===== src/hdl/stage_message_frame_checker_assert.svh =====
// Assertion macros used by the frame checker core.
`ifndef STAGE_MESSAGE_FRAME_CHECKER_ASSERT_SVH
`define STAGE_MESSAGE_FRAME_CHECKER_ASSERT_SVH
`ifndef NO_ASSERTIONS
`define SMFC_ASSERT_IMPLY(label, clk, rst_n, ante, cons, msg) \
    label: assert property (@(posedge clk) disable iff (!rst_n) (ante) |-> (cons)) \
        else $error(msg);
`define SMFC_ASSERT_NEXT(label, clk, rst_n, ante, cons, msg) \
    label: assert property (@(posedge clk) disable iff (!rst_n) (ante) |=> (cons)) \
        else $error(msg);
`else
`define SMFC_ASSERT_IMPLY(label, clk, rst_n, ante, cons, msg)
`define SMFC_ASSERT_NEXT(label, clk, rst_n, ante, cons, msg)
`endif
`endif


===== src/hdl/smfc_pkg.sv =====
// Shared constants, types and the CRC byte update of the frame checker.
package smfc_pkg;

    localparam logic [15:0] CRC_INIT = 16'hFFFF;
    localparam logic [15:0] CRC_POLY = 16'h1021;
    localparam logic [15:0] CRC_TOP  = 16'h8000;
    localparam int BODY_LEN  = 26;
    localparam int FRAME_LEN = 28;
    localparam int COUNT_MAX = 29;
    localparam int COUNT_W   = 5;
    localparam logic [7:0] VERSION_RESET = 8'd1;

    typedef enum logic [1:0] {
        ST_OK          = 2'd0,
        ST_BAD_CRC     = 2'd1,
        ST_BAD_VERSION = 2'd2
    } t_status;

    // The last member sits in the lowest bits, so flags occupies bits 7:0 of the packed word.
    typedef struct packed {
        logic [31:0] nonce;
        logic [7:0]  second_sync_index;
        logic [7:0]  second_channels;
        logic [31:0] second_stop;
        logic [31:0] second_start;
        logic [7:0]  primary_sync_index;
        logic [7:0]  primary_channels;
        logic [31:0] primary_stop;
        logic [31:0] primary_start;
        logic [7:0]  flags;
    } t_fields;

    typedef struct packed {
        t_status status;
        t_fields fields;
    } t_result;

    typedef struct packed {
        logic       fire;
        logic       last;
        logic [7:0] data;
    } t_beat;

    function automatic logic [15:0] crc16_byte(input logic [15:0] crc, input logic [7:0] b);
        logic [15:0] c;
        c = crc ^ {b, 8'h00};
        for (int k = 0; k < 8; k++) begin
            if ((c & CRC_TOP) != 16'h0000) begin
                c = (c << 1) ^ CRC_POLY;
            end else begin
                c = c << 1;
            end
        end
        return c;
    endfunction

endpackage


===== src/hdl/smfc_core.sv =====
// Running CRC, byte store, length count and status decision of the frame checker.
`include "stage_message_frame_checker_assert.svh"
module smfc_core
    import smfc_pkg::*;
(
    input  logic       i_clk,
    input  logic       i_rst_n,
    input  logic       i_cfg_wr_en,
    input  logic [7:0] i_cfg_wr_data,
    input  t_beat      i_beat,
    output logic       o_res_valid,
    output t_result    o_result
);

    logic [7:0]         r_version;
    logic [15:0]        r_crc;
    logic [15:0]        n_crc;
    logic [COUNT_W-1:0] r_count;
    logic [COUNT_W-1:0] n_count;
    logic [15:0]        r_recv;
    logic [15:0]        n_recv;
    logic [7:0]         r_store [BODY_LEN];
    logic               w_in_body;
    t_status            w_status;
    t_fields            w_fields;

    assign w_in_body = r_count < COUNT_W'(BODY_LEN);

    always_comb begin
        n_crc   = r_crc;
        n_recv  = r_recv;
        n_count = r_count;
        if (w_in_body) begin
            n_crc = crc16_byte(r_crc, i_beat.data);
        end else if (r_count == COUNT_W'(BODY_LEN)) begin
            n_recv = {r_recv[15:8], i_beat.data};
        end else if (r_count == COUNT_W'(BODY_LEN + 1)) begin
            n_recv = {i_beat.data, r_recv[7:0]};
        end
        if (r_count < COUNT_W'(COUNT_MAX)) begin
            n_count = r_count + COUNT_W'(1);
        end
    end

    always_comb begin
        if (n_count != COUNT_W'(FRAME_LEN) || n_crc != n_recv) begin
            w_status = ST_BAD_CRC;
        end else if (r_store[0] != r_version) begin
            w_status = ST_BAD_VERSION;
        end else begin
            w_status = ST_OK;
        end
    end

    always_comb begin
        w_fields = '0;
        if (w_status == ST_OK) begin
            w_fields.flags              = r_store[1];
            w_fields.primary_start      = {r_store[5], r_store[4], r_store[3], r_store[2]};
            w_fields.primary_stop       = {r_store[9], r_store[8], r_store[7], r_store[6]};
            w_fields.primary_channels   = r_store[10];
            w_fields.primary_sync_index = r_store[11];
            w_fields.second_start       = {r_store[15], r_store[14], r_store[13], r_store[12]};
            w_fields.second_stop        = {r_store[19], r_store[18], r_store[17], r_store[16]};
            w_fields.second_channels    = r_store[20];
            w_fields.second_sync_index  = r_store[21];
            w_fields.nonce              = {r_store[25], r_store[24], r_store[23], r_store[22]};
        end
    end

    assign o_res_valid     = i_beat.fire && i_beat.last;
    assign o_result.status = w_status;
    assign o_result.fields = w_fields;

    always_ff @(posedge i_clk) begin
        if (!i_rst_n) begin
            r_version <= VERSION_RESET;
        end else if (i_cfg_wr_en) begin
            r_version <= i_cfg_wr_data;
        end
    end

    always_ff @(posedge i_clk) begin
        if (!i_rst_n) begin
            r_crc   <= CRC_INIT;
            r_count <= '0;
            r_recv  <= '0;
        end else if (i_beat.fire) begin
            if (i_beat.last) begin
                r_crc   <= CRC_INIT;
                r_count <= '0;
                r_recv  <= '0;
            end else begin
                r_crc   <= n_crc;
                r_count <= n_count;
                r_recv  <= n_recv;
            end
        end
    end

    always_ff @(posedge i_clk) begin
        if (i_beat.fire && w_in_body) begin
            r_store[r_count] <= i_beat.data;
        end
    end

    `SMFC_ASSERT_IMPLY(a_count_saturates, i_clk, i_rst_n, 1'b1, r_count <= COUNT_W'(COUNT_MAX), "byte count ran past its saturation value")
    `SMFC_ASSERT_NEXT(a_frame_restart, i_clk, i_rst_n, i_beat.fire && i_beat.last, r_count == '0 && r_crc == CRC_INIT && r_recv == '0, "frame state did not restart after the last byte")
    `SMFC_ASSERT_IMPLY(a_ok_length, i_clk, i_rst_n, o_res_valid && w_status == ST_OK, r_count == COUNT_W'(FRAME_LEN - 1), "good status on a frame of the wrong length")

endmodule


===== config.mk =====
export PLATFORM = sky130hd
export DESIGN_NAME = smfc_core
export DESIGN_NICKNAME = d
export VERILOG_FILES = /design/src/hdl/smfc_pkg.sv /design/src/hdl/smfc_core.sv
export VERILOG_INCLUDE_DIRS = /design/src /design/src/hdl
export SDC_FILE = /design/constraint.sdc
export NUM_CORES = 1
export LEC_CHECK = 0
export ABC_AREA = 1
export BUFFER_PORTS_ARGS = -buffer_cell sky130_fd_sc_hd__buf_2
export CAP_MARGIN = 20
export CORE_ASPECT_RATIO = 0.8
export CORE_MARGIN = 2
export CORE_UTILIZATION = 30
export DETAILED_ROUTE_END_ITERATION = 6
export PLACE_DENSITY = 0.57
export SLEW_MARGIN = 10
export SYNTH_ARGS = -nofsm -noshare
export SYNTH_HDL_FRONTEND = slang
export SYNTH_SLANG_ARGS = --single-unit

===== constraint.sdc =====
create_clock -name i_clk -period 3.1 [get_ports i_clk]
set_input_delay 0.155 -clock i_clk [delete_from_list [all_inputs] [get_ports i_clk]]
set_output_delay 0.155 -clock i_clk [all_outputs]
set_load 0.05 [all_outputs]

# After elaboration in Yosys (flattened, before gate mapping)
# Memory sizes are Yosys's and may differ from the RTL's.
# Index checks and enable logic that the tools add are counted.
[totals]
word_cells = 54
ramBits = 208
latchBits = 0
inputBits = 21
romBits = 0
memories = 1
output_inout_bits = 203
regBits = 45
[classes]
multipliers = 0
div = 0
eq_ne = 5
n_shift = 0
n_reduce_logical = 4
add_sub_neg = 1
magnitude_cmp = 2
bitwise = 9
n_mux = 28
[mem_list]
columns = ["name", "words", "width", "read_ports", "rd_clocked_by_memory_dff", "wr", "line_no", "source"]
rows = [
  ["r_store", 26, 8, 26, 0, 1, "smfc_core.sv:22", "logic [7:0] r_store [BODY_LEN];"],
]
[ops]
columns = ["op", "count"]
rows = [
  ["$mux 16", 13],
  ["$mux 200", 1],
  ["$mux 13", 8],
  ["$not 3->3", 8],
  ["$ne 16x16->1", 1],
  ["$xor 16x16->16", 1],
  ["$eq 5x5->1 const B", 2],
  ["$lt 5x5->1 const B", 2],
  ["$mux 5", 2],
  ["$ne 8x8->1", 1],
  ["$add 5x1->5 const B", 1],
  ["$ne 5x5->1 const B", 1],
  ["$mux 2", 2],
  ["$logic_and 1x1->1", 2],
  ["$logic_not 2->1", 1],
  ["$mux 1", 2],
  ["$logic_or 1x1->1", 1],
]

# Longest topological paths before layout
[logic_depth]
ltp_word = 30
ltp_mapped = 19
ltp_nobuf = 16

# Least setup slack after synthesis
# OpenSTA, ideal clock, no wires.
[synth_path]
kind = "register to output"
start = "register r_count[1]"
end = "output o_result[201] (netlist name)"
t_arrival_ps = 2780
t_required_ps = 2945
slack_ps = 165
path_stages_with_launch = 15
path_cell_list = "dfxtp_1 ha_1 nand2_1 nor2_1 nand2_2 buf_2 nand2_1 o21ai_1 nand3_1 nand2_1 nor2_1 nand2_1 nor2_1 nand2_1 nor2_1"
[synth_rtl]
columns = ["element", "line_no", "source"]
rows = [
  ["start: declaration", "smfc_core.sv:18", "logic [COUNT_W-1:0] r_count;"],
  ["start signal: assignment", "smfc_core.sv:95", "r_count <= n_count;"],
  ["end: declaration", "smfc_core.sv:12", "output t_result o_result"],
]

==> key figures <==
Global route
  • Grt met3 use: ~3.7%
  • Vias in the first global route: about 8.1k
  • Largest net degree at the start of global routing: 65
  • Most used routing layer: met2
  • Total global-route track usage: between 10% and 20%
  • GR Util met1: between 20 and 25%
  • Grt met2 use: around a quarter
  • Total global routing overflow: 0
  • Antenna violations before repair: 4
  • First-pass GRT wire length: 47.6 mm

Worst setup path
  • CP Data Required Time: just under 3000 ps
  • CP cell instances: inv_4 -> ha_4 -> nand2_4 -> inv_4 -> nand2_4 -> buf_4 -> o21ai_2 -> o211ai_1 -> nand2_1 -> nand2_1 -> nor2_1 -> nand2_1 -> nor2_4 -> nand3_4 -> buf_12 -> clkbuf_16 -> buf_6 -> nor2_2 -> buf_6
  • Maximum fanout along the worst path: 9
  • Crit path launch type: register
  • WP data arrival: 3190 ps
  • CP endpoint kind: output port
  • Critical path's most frequent cell: nand2_1
  • CP Class: register to output port
  • Cell family with most CP delay: buffers and inverters
  • Slowest cell on the critical path: dfxtp_4
  • CP max stage delay: between 300 and 400 ps
  • CP Buf/Inv Count: 7

Placed design
  • Placed insts: 1943
  • DP Area: about 0.013 mm^2
  • HPWL Detailed: roughly 22 mm
  • Routability cong.: 0.901
  • Port Buffer Count: ~220

Timing
  • Tcrit/Tclk final: 108%
  • Final worst setup slack: -244 ps
  • Hold Slack: ~29 ps
  • Final setup vio count: 200
  • RSZ-0062 raised after global routing: true
  • Fmax: roughly 300 MHz
  • Final Max Tran Viols: 0
  • Worst-Margin Slew: 875 ps
  • Clk_skew: 22.7 ps
  • Min cycle time layout: 3340 ps
  • Hold Vio Cnt, Final: 0
  • Relative slew margins: between 40% and 50%

Clock network
  • CTS tree: done
  • Worst-Skew Late Latency: roughly 540 ps
  • Clock Pin Slew Worst Setup and Hold Paths: roughly 60 ps
  • Max clock buf depth: 3
  • Sink Count: roughly 250
  • H-Tree Depth: 1
  • Clk Tree Root Cell: clkbuf_16
  • CTS Buf Count: 28

Floorplan
  • Die area: about 0.040 mm^2
  • Die span in x: 223 um
  • Starting Density: a little over 30%
  • Floorplan row count: 64
  • Number of I/O pins: 224
  • Die Y: ~180 um
  • Core area: about 0.038 mm^2

Cells and area
  • NumNets Final: ~1.5k
  • Fin util: roughly 43%
  • Area Overhead vs Synth: 42.4%
  • FILL cells: about 3.6k
  • Non-Filler Instances: approximately 2.0k
  • Ratio of cells with drive above 1 in the final layout: between 30% and 40%
  • Post-route cell area: between 0.015 and 0.02 mm^2

Power and ir drop
  • PwrDens: around 450 mW/mm^2
  • Internal: between 5 and 6 mW
  • Clock Power Share: a little over two fifths
  • Flop pwr share: 50.5%
  • Lkg Pwr: about 7.5 nW
  • Max IR drop VDD: 342 uV
  • NetSw: approximately 1.7 mW
  • Sw Share: between 20% and 30%
  • Logic pwr share: 6.2%

Synthesis
  • Share of flip-flops with an asynchronous set or reset: 0%
  • Seq/Total Area, Yosys: a little over 60%
  • Post-synth EDFFs: approximately 210
  • Mux cell area share after synthesis: 0%
  • Synth unique cells: 34
  • Synth Warn #: 0
  • Largest family of logic cells by synthesized area: simple AND/OR/NAND/NOR gates
  • Compound-Gate Fraction of Synth Area: around 4.0%
  • XOR/XNOR share of the synthesized area: less than 1%
  • Ys flop type: edfxtp_1
  • Post-Synth Adder-Cell Area: 0.437%
  • Simple-Gate Fraction of Synth Area: 20.6%
  • Mapped Area: around 0.011 mm^2
  • Post-Syn Instances: about 1.2k
  • Syn nets: 1219
  • Avg Inst Size Synth: approximately 9.6 um^2
  • Yosys reg bits: between 200 and 300

Detailed routing
  • Via count: 8849
  • DRC: 0
  • Final wirelength: around 34 mm
  • Pre-Repair DR Iteration Count: 6
  • Vias per cell: ~4.3
  • DR iter-0 viols: 578
  • Routed Antenna Nets: 0
  • Wirelength per Cell: 16.7 um

Hold path
  • Min-delay worst type: input port to register

Job
  • # Max-Cap Violations: 0

Outcome
  • Failing checks: setup timing
  • Status: finished with violations
==> worst reg2reg max path: stages, from the launching register on <==
cell	delay, ps
dfxtp_4	380
inv_2	100
nand2_4	80
nand2_8	110
inv_4	90
nor2_1	340
buf_4	280
inv_1	190
nor2_1	170
buf_4	220
==> metrics by stage <==
| step | power, mW | setup WS, ps | setup TNS [ps] |
|---|---|---|---|
| 2_1_floorplan | 4.01 | 165 | 0 |
| 3_3_place_gp | 4.21 | 82.1 | 0 |
| 3_5_place_dp | 4.22 | 8.24 | 0 |
| 4_1_cts | 7.45 | -211 | -32010 |
| 5_1_grt | 7.66 | -392 | -56380 |
| 6_report | 7.39 | -244 | -29090 |
==> registers in the layout (all words and copies together), names as in the netlist <==
name and flops:
r_count 5, r_recv 16, r_store 208, r_crc 16, r_version 8
==> area by class of cell <==
| cell class | count | area (um^2) | share of cell area (%) |
|---|---|---|---|
| well taps | 495 | 619 | 3.79 |
| clock buffers | 35 | 748 | 4.58 |
| clock inverters | 16 | 134 | 0.820 |
| repair buffers | 330 | 3240 | 19.9 |
| inverters | 275 | 1040 | 6.37 |
| multi-input cells | 630 | 3370 | 20.7 |
| flip-flops and latches | 253 | 7160 | 43.9 |
| diodes | 1 | 2.50 | 0.0153 |
==> cell families after synthesis <==
family	Yosys count
fa+ha+maj	4
buf+inv	312
simple gates	533
xor+xnor	9
compound gates	83
flops	253
==> synth_stat cells (all sizes together), types with 4 or more instances <==
library cell,count,area (um^2)
nor2,266,1270
xnor2,6,52.6
or2,4,25.0
a21oi,28,140
o211ai,9,67.6
nand3,44,220
ha,4,50.1
inv,274,1030
dfxtp,45,901
buf,29,297
nand4,5,31.3
edfxtp,208,6250
clkbuf,8,30.0
nand2,212,811
o21ai,38,198
==> routing by layer <==
layer | part of all wire (%) | routed length (um)
met5 | 0.094 | 32
met4 | 1.3 | 448
met3 | 6.8 | 2300
met2 | 45 | 15400
met1 | 46 | 15700
==> worst paths after layout <==
kind,start,to,slack [ps],depth (start not counted)
min reg2reg,r_recv[6]$_SDFFE_PN0P_,r_recv[6]$_SDFFE_PN0P_,460,2
max reg2reg,r_count[1]$_SDFFE_PN0P_,r_store[15][2]$_DFFE_PP_,830,9
max,r_count[0]$_SDFFE_PN0P_,o_result[157],-240,19
min,i_beat[1],r_store[15][1]$_DFFE_PP_,30,1
==> placed cells by master, fill, tap and decap left out, drive strengths merged, types with 5 or more instances in the layout <==
cell,instances
nand3,44
dlygate4sd3,23
nand4,5
clkbuf,50
nor2,266
xnor2,6
dfxtp,45
a21oi,28
nand2,213
o211ai,9
clkinv,13
buf,292
edfxtp,208
inv,275
o21ai,38
==> power by group through the flow <==
stage | registers, mW | clock network, mW | logic (mW)
CTS | 3.73 | 3.28 | 0.441
global route | 3.74 | 3.41 | 0.515
finish | 3.73 | 3.20 | 0.460
global placement | 3.80 | 0 | 0.408
detailed placement | 3.80 | 0 | 0.412
floorplan | 3.80 | 0 | 0.212
==> what timing repair did <==
item / in CTS / in global routing
setup endpoints to repair: 202 / 202
gates resized for setup: 230 / 267
buffers inserted: 0 / 8
pin swaps: 3 / 6
cloned: 1 / 8
hold buffers: 21 / 2
hold endpoints to repair: 13 / 3
Note: power is estimated with default switching activity, not from simulation.
